--- src/hw/rtl/dlfs_pkg.sv ---
`timescale 1ns / 1ps
`default_nettype none

package dlfs_pkg;

    localparam int MAX_WORDS = 6;
    localparam int CNT_W     = 3;

    // input item kinds (kind 3 is unused)
    localparam logic [1:0] KIND_PROGRAM = 2'd0;
    localparam logic [1:0] KIND_ERASE   = 2'd1;
    localparam logic [1:0] KIND_READ    = 2'd2;

    // configuration register indexes
    localparam logic [2:0] CFG_PROG_LIMIT  = 3'd0;
    localparam logic [2:0] CFG_ERASE_LIMIT = 3'd1;
    localparam logic [2:0] CFG_PROG_WAIT   = 3'd2;
    localparam logic [2:0] CFG_VERIFY_WAIT = 3'd3;
    localparam logic [2:0] CFG_ERASE_WAIT  = 3'd4;
    localparam logic [2:0] CFG_ERASE_SPAN  = 3'd5;

    // flash command words
    localparam logic [15:0] CMD_PROGRAM    = 16'h4040;
    localparam logic [15:0] CMD_VERIFY     = 16'hc0c0;
    localparam logic [15:0] CMD_PROG_HI    = 16'h40ff;
    localparam logic [15:0] CMD_VERIFY_HI  = 16'hc0ff;
    localparam logic [15:0] CMD_PROG_LO    = 16'hff40;
    localparam logic [15:0] CMD_VERIFY_LO  = 16'hffc0;
    localparam logic [15:0] CMD_ERASE      = 16'h2020;
    localparam logic [15:0] CMD_ERASE_VFY  = 16'ha0a0;
    localparam logic [15:0] LANE_BOTH      = 16'hffff;
    localparam logic [15:0] LANE_HI        = 16'hff00;
    localparam logic [15:0] LANE_LO        = 16'h00ff;
    localparam logic [15:0] COUNT_MAX      = 16'hffff;

    typedef enum logic [1:0] {
        OP_WRITE = 2'd0,
        OP_READ  = 2'd1,
        OP_WAIT  = 2'd2,
        OP_DONE  = 2'd3
    } t_op;

    typedef enum logic [1:0] {
        ST_OK         = 2'd0,
        ST_PROG_FAIL  = 2'd1,
        ST_ERASE_FAIL = 2'd2
    } t_status;

    typedef enum logic [2:0] {
        MODE_IDLE    = 3'b001,
        MODE_PROGRAM = 3'b010,
        MODE_ERASE   = 3'b100
    } t_mode;

    typedef struct packed {
        logic [7:0]  prog_limit;
        logic [15:0] erase_limit;
        logic [9:0]  prog_wait;
        logic [9:0]  verify_wait;
        logic [15:0] erase_wait;
        logic [20:0] erase_span;
    } t_cfg;

    typedef struct packed {
        t_mode       mode;
        logic [15:0] target_value;
        logic [15:0] program_command;
        logic [15:0] verify_command;
        logic [15:0] attempt_count;
        logic [15:0] erase_mask;
    } t_seq;

endpackage

`default_nettype wire

--- src/hw/rtl/dlfs_decode.sv ---
`timescale 1ns / 1ps
`default_nettype none

module dlfs_decode #(
    parameter int ADDRESS_BITS = 20,
    localparam int RW = 2 + ADDRESS_BITS + 16 + 16 + 2
) (
    input  wire logic [1:0]                 i_kind,
    input  wire logic [ADDRESS_BITS-1:0]    i_address,
    input  wire logic [15:0]                i_value,
    input  wire logic [15:0]                i_lane_mask,
    input  wire logic [15:0]                i_read_data,
    input  wire dlfs_pkg::t_cfg             i_cfg,
    input  wire dlfs_pkg::t_seq             i_seq,
    input  wire logic [ADDRESS_BITS-1:0]    i_target,
    input  wire logic [ADDRESS_BITS-1:0]    i_scan,
    output dlfs_pkg::t_seq                  o_seq,
    output logic [ADDRESS_BITS-1:0]         o_target,
    output logic [ADDRESS_BITS-1:0]         o_scan,
    output logic [dlfs_pkg::CNT_W-1:0]      o_count,
    output logic [5:0][RW-1:0]              o_rec
);

    localparam int AB = ADDRESS_BITS;
    localparam int CW = (AB + 1 > 21) ? AB + 1 : 21;

    function automatic logic [RW-1:0] mk(dlfs_pkg::t_op op, logic [AB-1:0] a,
                                         logic [15:0] d, logic [15:0] w,
                                         dlfs_pkg::t_status st);
        return {op, a, d, w, st};
    endfunction

    logic [15:0]   att_inc;
    logic [15:0]   pc;
    logic [15:0]   vc;
    logic [15:0]   em;
    logic [15:0]   pwait;
    logic [15:0]   vwait;
    logic [AB-1:0] diff;
    logic [AB-1:0] scan_nx;
    logic [CW-1:0] span_c;
    logic [CW-1:0] lim_c;
    logic [CW-1:0] off_c;
    logic          idle;

    always_comb begin
        idle    = (i_seq.mode == dlfs_pkg::MODE_IDLE);
        att_inc = (i_seq.attempt_count != dlfs_pkg::COUNT_MAX)
                ? i_seq.attempt_count + 16'd1 : i_seq.attempt_count;
        pwait   = {6'd0, i_cfg.prog_wait};
        vwait   = {6'd0, i_cfg.verify_wait};

        // narrow the pulse to the lanes that still mismatch
        pc = dlfs_pkg::LANE_BOTH;
        vc = dlfs_pkg::LANE_BOTH;
        if (i_read_data[15:8] != i_seq.target_value[15:8]) begin
            pc = pc & dlfs_pkg::CMD_PROG_HI;
            vc = vc & dlfs_pkg::CMD_VERIFY_HI;
        end
        if (i_read_data[7:0] != i_seq.target_value[7:0]) begin
            pc = pc & dlfs_pkg::CMD_PROG_LO;
            vc = vc & dlfs_pkg::CMD_VERIFY_LO;
        end
        em = ((i_read_data[15:8] != 8'hff) ? dlfs_pkg::LANE_HI : 16'h0000)
           | ((i_read_data[7:0] != 8'hff) ? dlfs_pkg::LANE_LO : 16'h0000);

        // span saturates at the address space
        lim_c     = '0;
        lim_c[AB] = 1'b1;
        span_c    = CW'(i_cfg.erase_span);
        if (span_c > lim_c) begin
            span_c = lim_c;
        end
        diff    = i_scan - i_target;
        off_c   = CW'(diff) + CW'(2);
        scan_nx = i_scan + AB'(2);

        o_seq    = i_seq;
        o_target = i_target;
        o_scan   = i_scan;
        o_count  = '0;
        o_rec    = '0;

        if (i_kind == dlfs_pkg::KIND_PROGRAM && idle) begin
            o_target              = i_address;
            o_seq.target_value    = i_value;
            o_seq.program_command = dlfs_pkg::CMD_PROGRAM;
            o_seq.verify_command  = dlfs_pkg::CMD_VERIFY;
            o_seq.attempt_count   = '0;
            o_seq.mode            = dlfs_pkg::MODE_PROGRAM;
            o_count  = 3'd6;
            o_rec[0] = mk(dlfs_pkg::OP_WRITE, i_address, dlfs_pkg::CMD_PROGRAM, '0,
                          dlfs_pkg::ST_OK);
            o_rec[1] = mk(dlfs_pkg::OP_WRITE, i_address, i_value, '0, dlfs_pkg::ST_OK);
            o_rec[2] = mk(dlfs_pkg::OP_WAIT, '0, '0, pwait, dlfs_pkg::ST_OK);
            o_rec[3] = mk(dlfs_pkg::OP_WRITE, i_address, dlfs_pkg::CMD_VERIFY, '0,
                          dlfs_pkg::ST_OK);
            o_rec[4] = mk(dlfs_pkg::OP_WAIT, '0, '0, vwait, dlfs_pkg::ST_OK);
            o_rec[5] = mk(dlfs_pkg::OP_READ, i_address, '0, '0, dlfs_pkg::ST_OK);
        end else if (i_kind == dlfs_pkg::KIND_ERASE && idle) begin
            o_target            = i_address;
            o_scan              = i_address;
            o_seq.erase_mask    = i_lane_mask;
            o_seq.attempt_count = '0;
            o_seq.mode          = dlfs_pkg::MODE_ERASE;
            o_count  = 3'd5;
            o_rec[0] = mk(dlfs_pkg::OP_WRITE, i_address, dlfs_pkg::CMD_ERASE & i_lane_mask,
                          '0, dlfs_pkg::ST_OK);
            o_rec[1] = o_rec[0];
            o_rec[2] = mk(dlfs_pkg::OP_WAIT, '0, '0, i_cfg.erase_wait, dlfs_pkg::ST_OK);
            o_rec[3] = mk(dlfs_pkg::OP_WRITE, i_address,
                          dlfs_pkg::CMD_ERASE_VFY & i_lane_mask, '0, dlfs_pkg::ST_OK);
            o_rec[4] = mk(dlfs_pkg::OP_READ, i_address, '0, '0, dlfs_pkg::ST_OK);
        end else if (i_kind == dlfs_pkg::KIND_READ
                     && i_seq.mode == dlfs_pkg::MODE_PROGRAM) begin
            o_seq.attempt_count = att_inc;
            o_count = 3'd1;
            if (i_read_data == i_seq.target_value) begin
                o_seq.mode = dlfs_pkg::MODE_IDLE;
                o_rec[0]   = mk(dlfs_pkg::OP_DONE, '0, '0, '0, dlfs_pkg::ST_OK);
            end else if (att_inc >= {8'd0, i_cfg.prog_limit}) begin
                o_seq.mode = dlfs_pkg::MODE_IDLE;
                o_rec[0]   = mk(dlfs_pkg::OP_DONE, '0, '0, '0, dlfs_pkg::ST_PROG_FAIL);
            end else begin
                o_seq.program_command = pc;
                o_seq.verify_command  = vc;
                o_count  = 3'd6;
                o_rec[0] = mk(dlfs_pkg::OP_WRITE, i_target, pc, '0, dlfs_pkg::ST_OK);
                o_rec[1] = mk(dlfs_pkg::OP_WRITE, i_target, i_seq.target_value, '0,
                              dlfs_pkg::ST_OK);
                o_rec[2] = mk(dlfs_pkg::OP_WAIT, '0, '0, pwait, dlfs_pkg::ST_OK);
                o_rec[3] = mk(dlfs_pkg::OP_WRITE, i_target, vc, '0, dlfs_pkg::ST_OK);
                o_rec[4] = mk(dlfs_pkg::OP_WAIT, '0, '0, vwait, dlfs_pkg::ST_OK);
                o_rec[5] = mk(dlfs_pkg::OP_READ, i_target, '0, '0, dlfs_pkg::ST_OK);
            end
        end else if (i_kind == dlfs_pkg::KIND_READ
                     && i_seq.mode == dlfs_pkg::MODE_ERASE) begin
            if (i_read_data != dlfs_pkg::LANE_BOTH) begin
                o_seq.attempt_count = att_inc;
                if (i_seq.attempt_count > i_cfg.erase_limit
                    && att_inc > i_seq.attempt_count) begin
                    o_seq.mode = dlfs_pkg::MODE_IDLE;
                    o_count    = 3'd1;
                    o_rec[0]   = mk(dlfs_pkg::OP_DONE, '0, '0, '0,
                                    dlfs_pkg::ST_ERASE_FAIL);
                end else begin
                    // restart the erase on the failing lanes
                    o_seq.erase_mask = em;
                    o_scan   = i_target;
                    o_count  = 3'd5;
                    o_rec[0] = mk(dlfs_pkg::OP_WRITE, i_target, dlfs_pkg::CMD_ERASE & em,
                                  '0, dlfs_pkg::ST_OK);
                    o_rec[1] = o_rec[0];
                    o_rec[2] = mk(dlfs_pkg::OP_WAIT, '0, '0, i_cfg.erase_wait,
                                  dlfs_pkg::ST_OK);
                    o_rec[3] = mk(dlfs_pkg::OP_WRITE, i_target,
                                  dlfs_pkg::CMD_ERASE_VFY & em, '0, dlfs_pkg::ST_OK);
                    o_rec[4] = mk(dlfs_pkg::OP_READ, i_target, '0, '0, dlfs_pkg::ST_OK);
                end
            end else if (off_c >= span_c) begin
                o_seq.mode = dlfs_pkg::MODE_IDLE;
                o_count    = 3'd1;
                o_rec[0]   = mk(dlfs_pkg::OP_DONE, '0, '0, '0, dlfs_pkg::ST_OK);
            end else begin
                // advance to the next halfword of the span
                o_scan   = scan_nx;
                o_count  = 3'd2;
                o_rec[0] = mk(dlfs_pkg::OP_WRITE, scan_nx,
                              dlfs_pkg::CMD_ERASE_VFY & i_seq.erase_mask, '0,
                              dlfs_pkg::ST_OK);
                o_rec[1] = mk(dlfs_pkg::OP_READ, scan_nx, '0, '0, dlfs_pkg::ST_OK);
            end
        end
    end

endmodule

`default_nettype wire

--- src/hw/rtl/dlfs_emit.sv ---
`timescale 1ns / 1ps
`default_nettype none

module dlfs_emit #(
    parameter int ADDRESS_BITS = 20,
    localparam int RW = 2 + ADDRESS_BITS + 16 + 16 + 2
) (
    input  wire logic                        i_clk,
    input  wire logic                        i_rst_n,
    input  wire logic                        i_load,
    input  wire logic [dlfs_pkg::CNT_W-1:0]  i_count,
    input  wire logic [5:0][RW-1:0]          i_rec,
    input  wire logic                        i_ready,
    output logic                             o_free,
    output logic                             o_valid,
    output logic [1:0]                       o_op,
    output logic [ADDRESS_BITS-1:0]          o_bus_address,
    output logic [15:0]                      o_bus_data,
    output logic [15:0]                      o_wait_us,
    output logic [1:0]                       o_status,
    output logic                             o_last
);

    localparam int AB = ADDRESS_BITS;

    logic [5:0][RW-1:0]          r_rec;
    logic [dlfs_pkg::CNT_W-1:0]  r_cnt;
    logic                        take;

    assign o_valid = (r_cnt != '0);
    assign take    = o_valid && i_ready;
    assign o_free  = (r_cnt == '0) || (r_cnt == 3'd1 && i_ready);
    assign o_last  = (r_cnt == 3'd1);

    assign o_op          = r_rec[0][RW-1 -: 2];
    assign o_bus_address = r_rec[0][RW-3 -: AB];
    assign o_bus_data    = r_rec[0][33:18];
    assign o_wait_us     = r_rec[0][17:2];
    assign o_status      = r_rec[0][1:0];

    always_ff @(posedge i_clk) begin
        if (!i_rst_n) begin
            r_cnt <= '0;
        end else if (i_load) begin
            r_cnt <= i_count;
        end else if (take) begin
            r_cnt <= r_cnt - 3'd1;
        end
    end

    // shift the next word to the head
    always_ff @(posedge i_clk) begin
        if (i_load) begin
            r_rec <= i_rec;
        end else if (take) begin
            for (int i = 0; i < 5; i++) begin
                r_rec[i] <= r_rec[i+1];
            end
        end
    end

`ifndef SYNTHESIS
    a_cnt_range: assert property (@(posedge i_clk) disable iff (!i_rst_n)
        r_cnt <= 3'(dlfs_pkg::MAX_WORDS))
        else $error("word count out of range");

    a_load_free: assert property (@(posedge i_clk) disable iff (!i_rst_n)
        i_load |-> o_free)
        else $error("load while words pending");
`endif

endmodule

`default_nettype wire

--- src/hw/rtl/dual_lane_flash_program_erase_sequencer.sv ---
`timescale 1ns / 1ps
`default_nettype none
// An accepted word is registered, then decoded into its bus words once the output buffer
// is free; the bus words are registered in that buffer before they are valid. Each input
// yields N (0 to 6) result words; the buffer issues one word per cycle while i_ready is high
// and loads the next input as its last word goes; inputs with none pass at one per cycle while it is empty.
// Reset: synchronous active low; config returns to defaults, sequencer idle, buffers empty.

module dual_lane_flash_program_erase_sequencer #(
    parameter int ADDRESS_BITS = 20
) (
    input  wire logic                     i_clk,
    input  wire logic                     i_rst_n,
    input  wire logic                     i_cfg_we,
    input  wire logic [2:0]               i_cfg_index,
    input  wire logic [20:0]              i_cfg_data,
    input  wire logic                     i_valid,
    output logic                          o_ready,
    input  wire logic [1:0]               i_kind,
    input  wire logic [ADDRESS_BITS-1:0]  i_address,
    input  wire logic [15:0]              i_value,
    input  wire logic [15:0]              i_lane_mask,
    input  wire logic [15:0]              i_read_data,
    output logic                          o_valid,
    input  wire logic                     i_ready,
    output logic [1:0]                    o_op,
    output logic [ADDRESS_BITS-1:0]       o_bus_address,
    output logic [15:0]                   o_bus_data,
    output logic [15:0]                   o_wait_us,
    output logic [1:0]                    o_status,
    output logic                          o_last
);

    localparam int AB = ADDRESS_BITS;
    localparam int RW = 2 + AB + 16 + 16 + 2;

    dlfs_pkg::t_cfg              r_cfg;
    dlfs_pkg::t_seq              r_seq;
    dlfs_pkg::t_seq              n_seq;
    logic [AB-1:0]               r_target;
    logic [AB-1:0]               n_target;
    logic [AB-1:0]               r_scan;
    logic [AB-1:0]               n_scan;

    logic                        r_in_valid;
    logic [1:0]                  r_kind;
    logic [AB-1:0]               r_address;
    logic [15:0]                 r_value;
    logic [15:0]                 r_lane_mask;
    logic [15:0]                 r_read_data;

    logic [dlfs_pkg::CNT_W-1:0]  dec_count;
    logic [5:0][RW-1:0]          dec_rec;
    logic                        emit_free;
    logic                        consume;

    assign consume = r_in_valid && emit_free;
    assign o_ready = !r_in_valid || consume;

    always_ff @(posedge i_clk) begin
        if (!i_rst_n) begin
            r_cfg.prog_limit  <= 8'd50;
            r_cfg.erase_limit <= 16'd3000;
            r_cfg.prog_wait   <= 10'd10;
            r_cfg.verify_wait <= 10'd6;
            r_cfg.erase_wait  <= 16'd10000;
            r_cfg.erase_span  <= 21'd524288;
        end else if (i_cfg_we) begin
            unique case (i_cfg_index)
                dlfs_pkg::CFG_PROG_LIMIT:  r_cfg.prog_limit  <= i_cfg_data[7:0];
                dlfs_pkg::CFG_ERASE_LIMIT: r_cfg.erase_limit <= i_cfg_data[15:0];
                dlfs_pkg::CFG_PROG_WAIT:   r_cfg.prog_wait   <= i_cfg_data[9:0];
                dlfs_pkg::CFG_VERIFY_WAIT: r_cfg.verify_wait <= i_cfg_data[9:0];
                dlfs_pkg::CFG_ERASE_WAIT:  r_cfg.erase_wait  <= i_cfg_data[15:0];
                dlfs_pkg::CFG_ERASE_SPAN:  r_cfg.erase_span  <= i_cfg_data;
                default: ;
            endcase
        end
    end

    always_ff @(posedge i_clk) begin
        if (!i_rst_n) begin
            r_in_valid <= 1'b0;
        end else if (o_ready) begin
            r_in_valid <= i_valid;
        end
    end

    // hold the input word until the decoder takes it
    always_ff @(posedge i_clk) begin
        if (o_ready && i_valid) begin
            r_kind      <= i_kind;
            r_address   <= i_address;
            r_value     <= i_value;
            r_lane_mask <= i_lane_mask;
            r_read_data <= i_read_data;
        end
    end

    always_ff @(posedge i_clk) begin
        if (!i_rst_n) begin
            r_seq.mode            <= dlfs_pkg::MODE_IDLE;
            r_seq.target_value    <= '0;
            r_seq.program_command <= dlfs_pkg::CMD_PROGRAM;
            r_seq.verify_command  <= dlfs_pkg::CMD_VERIFY;
            r_seq.attempt_count   <= '0;
            r_seq.erase_mask      <= dlfs_pkg::LANE_BOTH;
            r_target              <= '0;
            r_scan                <= '0;
        end else if (consume) begin
            r_seq    <= n_seq;
            r_target <= n_target;
            r_scan   <= n_scan;
        end
    end

    dlfs_decode #(.ADDRESS_BITS(ADDRESS_BITS)) u_decode (
        .i_kind      (r_kind),
        .i_address   (r_address),
        .i_value     (r_value),
        .i_lane_mask (r_lane_mask),
        .i_read_data (r_read_data),
        .i_cfg       (r_cfg),
        .i_seq       (r_seq),
        .i_target    (r_target),
        .i_scan      (r_scan),
        .o_seq       (n_seq),
        .o_target    (n_target),
        .o_scan      (n_scan),
        .o_count     (dec_count),
        .o_rec       (dec_rec)
    );

    dlfs_emit #(.ADDRESS_BITS(ADDRESS_BITS)) u_emit (
        .i_clk         (i_clk),
        .i_rst_n       (i_rst_n),
        .i_load        (consume),
        .i_count       (dec_count),
        .i_rec         (dec_rec),
        .i_ready       (i_ready),
        .o_free        (emit_free),
        .o_valid       (o_valid),
        .o_op          (o_op),
        .o_bus_address (o_bus_address),
        .o_bus_data    (o_bus_data),
        .o_wait_us     (o_wait_us),
        .o_status      (o_status),
        .o_last        (o_last)
    );

`ifndef SYNTHESIS
    a_done_last: assert property (@(posedge i_clk) disable iff (!i_rst_n)
        (o_valid && o_op == dlfs_pkg::OP_DONE) |-> o_last)
        else $error("done word not marked last");

    a_idle_read: assert property (@(posedge i_clk) disable iff (!i_rst_n)
        (consume && r_kind == dlfs_pkg::KIND_READ && r_seq.mode == dlfs_pkg::MODE_IDLE)
        |-> (dec_count == '0))
        else $error("read return while idle produced words");

    a_busy_req: assert property (@(posedge i_clk) disable iff (!i_rst_n)
        (consume && r_kind == dlfs_pkg::KIND_PROGRAM
         && r_seq.mode != dlfs_pkg::MODE_IDLE) |=> $stable(r_target))
        else $error("request while busy changed the target");
`endif

endmodule

`default_nettype wire
--- config.mk ---
export PLATFORM = sky130hd
export DESIGN_NAME = dual_lane_flash_program_erase_sequencer
export DESIGN_NICKNAME = d
export VERILOG_FILES = /design/src/hw/rtl/dlfs_pkg.sv /design/src/hw/rtl/dlfs_decode.sv /design/src/hw/rtl/dlfs_emit.sv /design/src/hw/rtl/dual_lane_flash_program_erase_sequencer.sv
export SDC_FILE = /design/constraint.sdc
export NUM_CORES = 1
export LEC_CHECK = 0
export ABC_AREA = 1
export BUFFER_PORTS_ARGS = -buffer_cell sky130_fd_sc_hd__buf_2
export CORE_MARGIN = 2
export CORE_UTILIZATION = 50
export CTS_BUF_LIST = sky130_fd_sc_hd__clkbuf_2 sky130_fd_sc_hd__clkbuf_4 sky130_fd_sc_hd__clkbuf_8
export CTS_CLUSTER_SIZE = 8
export DETAILED_ROUTE_END_ITERATION = 7
export HOLD_SLACK_MARGIN = 0.06
export PLACE_DENSITY = 0.65
export SYNTH_ARGS = -nofsm -noshare
export SYNTH_HDL_FRONTEND = slang
export SYNTH_SLANG_ARGS = --single-unit
export TNS_END_PERCENT = 30
--- constraint.sdc ---
create_clock -name i_clk -period 15.7 [get_ports i_clk]
set_clock_uncertainty 0.05 [all_clocks]
set_input_delay 3.14 -clock i_clk [delete_from_list [all_inputs] [get_ports i_clk]]
set_output_delay 3.14 -clock i_clk [all_outputs]
set_load 0.005 [all_outputs]
==> results.py <==
metrics = {
    "timing": {
        "min_period_ns": 6.84,
        "timing.final.hold_violations": 0,
        "rsz0062_at_grt": "no",
        "fmaxAchievable_mhz": 146,
        "fin_crit_sh": 0.436,
        "worstMarginPinSlew_ns": 1.21,
        "finalSetupViolations": 0,
        "maxSlewViolCount": 0,
        "slew_headroom": 0.192,
        "fin_tns_setup_ns": 0,
        "fin_ws_ns": 8.86,
    },
    "route": {
        "ant_nets": 0,
        "wl_per_cell_um": 17.5,
        "first_iter_violations": 2077,
        "dr.pass1.iters": 6,
        "drt_wl_total_mm": 63.7,
        "dr_total_vias": 19500,
        "viasPerCell": 5.36,
        "drc": 0,
    },
    "clocking": {
        "insertion_delay_ns": 0.66,
        "htreeDepth": 3,
        "clkSlewWorstSetupHoldPaths_ns": 0.05,
        "ctsResizeCount": 0,
        "cts_tree": "yes",
        "postCtsSetupBuffers": 0,
        "cts.sinks": 467,
        "cts_root_buffer": "clkbuf_8",
        "cts_buffer_depth": 3,
        "cts_made_buffers": 79,
        "holdBufCountCts": 0,
    },
    "yosys": {
        "synthDistinctLibCells": 43,
        "netlist_area_um2": 23900,
        "ys_ff_latch": 467,
        "async_reset_ff_frac": 0,
        "ys_seq_area_frac": 0.518,
        "syn_nets": 3057,
        "ys.flop_type": "edfxtp_1",
        "synth_edf_count": 303,
        "yosysTopAreaCell": "edfxtp_1",
        "netlist_instances": 2871,
        "synth_warnings": 0,
        "synth_top_area_frac": 0.381,
        "synth_area_leaders": "edfxtp_1, dfxtp_1, nand2_1",
        "avgSynthCellArea_um2": 8.32,
    },
    "power_and_ir_drop": {
        "fin_total_pwr_mw": 4.75,
        "ir_drop_uv": 121,
        "powerDensity_nw_per_um2": 181,
        "leakage_nw": 11.6,
    },
    "final_layout": {
        "post-route-util": 0.555,
        "area_delta_synth_final_pct": 10.2,
        "fin_nets": 3152,
        "fin_area_um2": 26300,
        "layout-drive-gt1-share": 0.120,
        "final_cell_mix": "nand2_1, nor2_1, inv_1",
        "final_common_cell": "nand2_1",
        "diodes": 0,
    },
    "global_routing": {
        "overflow": 0,
        "grt_pass1_vias": 18300,
        "grt_max_degree": 103,
        "grt_usage": 0.257,
        "antenna_found_initial": 2,
        "grt_pass1_wl_mm": 99.3,
    },
    "die": {
        "rows": 80,
        "ioPinCount": 158,
        "core-area_um2": 47400,
        "die_x_um": 223,
        "die_h_um": 223,
        "dieArea_um2": 49500,
        "initial_core_util": 0.503,
    },
    "setup_path": {
        "required_ns": 12.51,
        "crit_type": "input port to output pin",
        "cp_max_fo": 3,
        "critPathLaunchType": "input port",
        "critPathArrivalTime_ns": 3.65,
        "crit_path_end_kind": "output pin",
        "reg2regPathDepth": 26,
    },
    "placement": {
        "place_area_um2": 24700,
        "dp_hpwl_mm": 44.2,
        "routabilityCongestion": 0.896,
        "portBuffers": 145,
        "dp_slack_ns": 8.88,
    },
    "flow_run": {
        "maxCapViolCount": 0,
    },
    "worst_hold_path": {
        "min_path_cells": 2,
        "hold_class": "flop to flop",
    },
    "status": {
        "status": "complete, no violations",
    },
}
-- kinds of logic after synthesis --
group / count (synthesis) / synth area share
simple gates: 1416 / 0.250
buf+inv: 494 / 0.0886
flops: 467 / 0.518
compound gates: 356 / 0.0782
fa+ha+maj: 87 / 0.0459
xor+xnor: 51 / 0.0187
-- layout make-up --
type                    instances  area (µm²)
clock inverters                16        97.6
clock buffers                 123        1490
multi-input cells            1910        9420
well taps                     615         769
repair buffers                164         868
fillers                      4359       21100
flip-flops and latches        467       12400
inverters                     344        1290
-- registers in the layout, summed over array words and instances, names as in the netlist --
name / flops
r_cfg: 81
u_emit.o_status: 2
u_emit.r_rec: 189
r_target: 20
r_read_data: 16
r_value: 16
r_scan: 20
r_in_valid: 1
r_address: 20
r_seq: 39
u_emit.o_bus_data: 16
u_emit.o_op: 2
u_emit.r_cnt: 3
r_lane_mask: 4
r_kind: 2
u_emit.o_bus_address: 20
u_emit.o_wait_us: 16
-- critical path: stages --
cell,delay [ns]
buf_2,0.11
nand2_1,0.08
nand3_1,0.14
buf_2,0.17
-- power breakdown --
part | switching (mW) | internal, mW
Combinational | 1.13 | 0.534
Sequential | 0.124 | 1.87
Clock | 0.496 | 0.601
-- synth_stat cells, types with 2 or more instances --
master    number
buf_6          4
clkinv_1       3
a22o_1         2
nand4_1       51
nand2_1      707
nand3_1      187
dfxtp_1      164
nand3b_1      10
o21ai_1       15
edfxtp_1     303
xnor2_1       17
xor2_1        34
o21a_1         2
inv_1        326
buf_4         56
clkbuf_1      85
nor4_1        11
inv_2         15
a21oi_1      163
nor3_1        20
nor2_1       379
buf_2          4
nor2_4        13
or2_2         20
nand2_2        2
nor2_2         7
ha_1          86
a21boi_0       4
o21bai_1       2
o21ai_0      145
and2_1         5
o211ai_1      17
a31oi_1        2
-- metal layers --
layer | routed length, µm | global-route usage | vias up
li1 | - | - | 9537
met1 | 29500 | 0.374 | 9117
met2 | 26800 | 0.372 | 744
met3 | 5710 | 0.0632 | 109
met4 | 1770 | 0.0894 | 0
met5 | 0 | 0 | -
-- final timing paths --
| path | from | end | slack, ns |
|---|---|---|---|
| worst min-delay path | r_cfg[44] | r_cfg[44] | 0.40 |
| worst min register to register | r_cfg[44] | r_cfg[44] | 0.40 |
| worst max register to register | r_scan[0] | u_emit.r_rec[94] | 9.61 |
| worst max-delay path | i_ready | o_ready | 8.86 |
-- stage by stage --
| stage | cells | hold slack [ns] |
|---|---|---|
| 2_1_floorplan | 2871 | 0.379 |
| 3_3_place_gp | 3500 | 0.388 |
| 3_5_place_dp | 3500 | 0.398 |
| 4_1_cts | 3639 | 0.408 |
| 5_1_grt | 3639 | 0.426 |
| 6_report | 3639 | 0.404 |
Note: power is estimated with default switching activity, not from simulation.
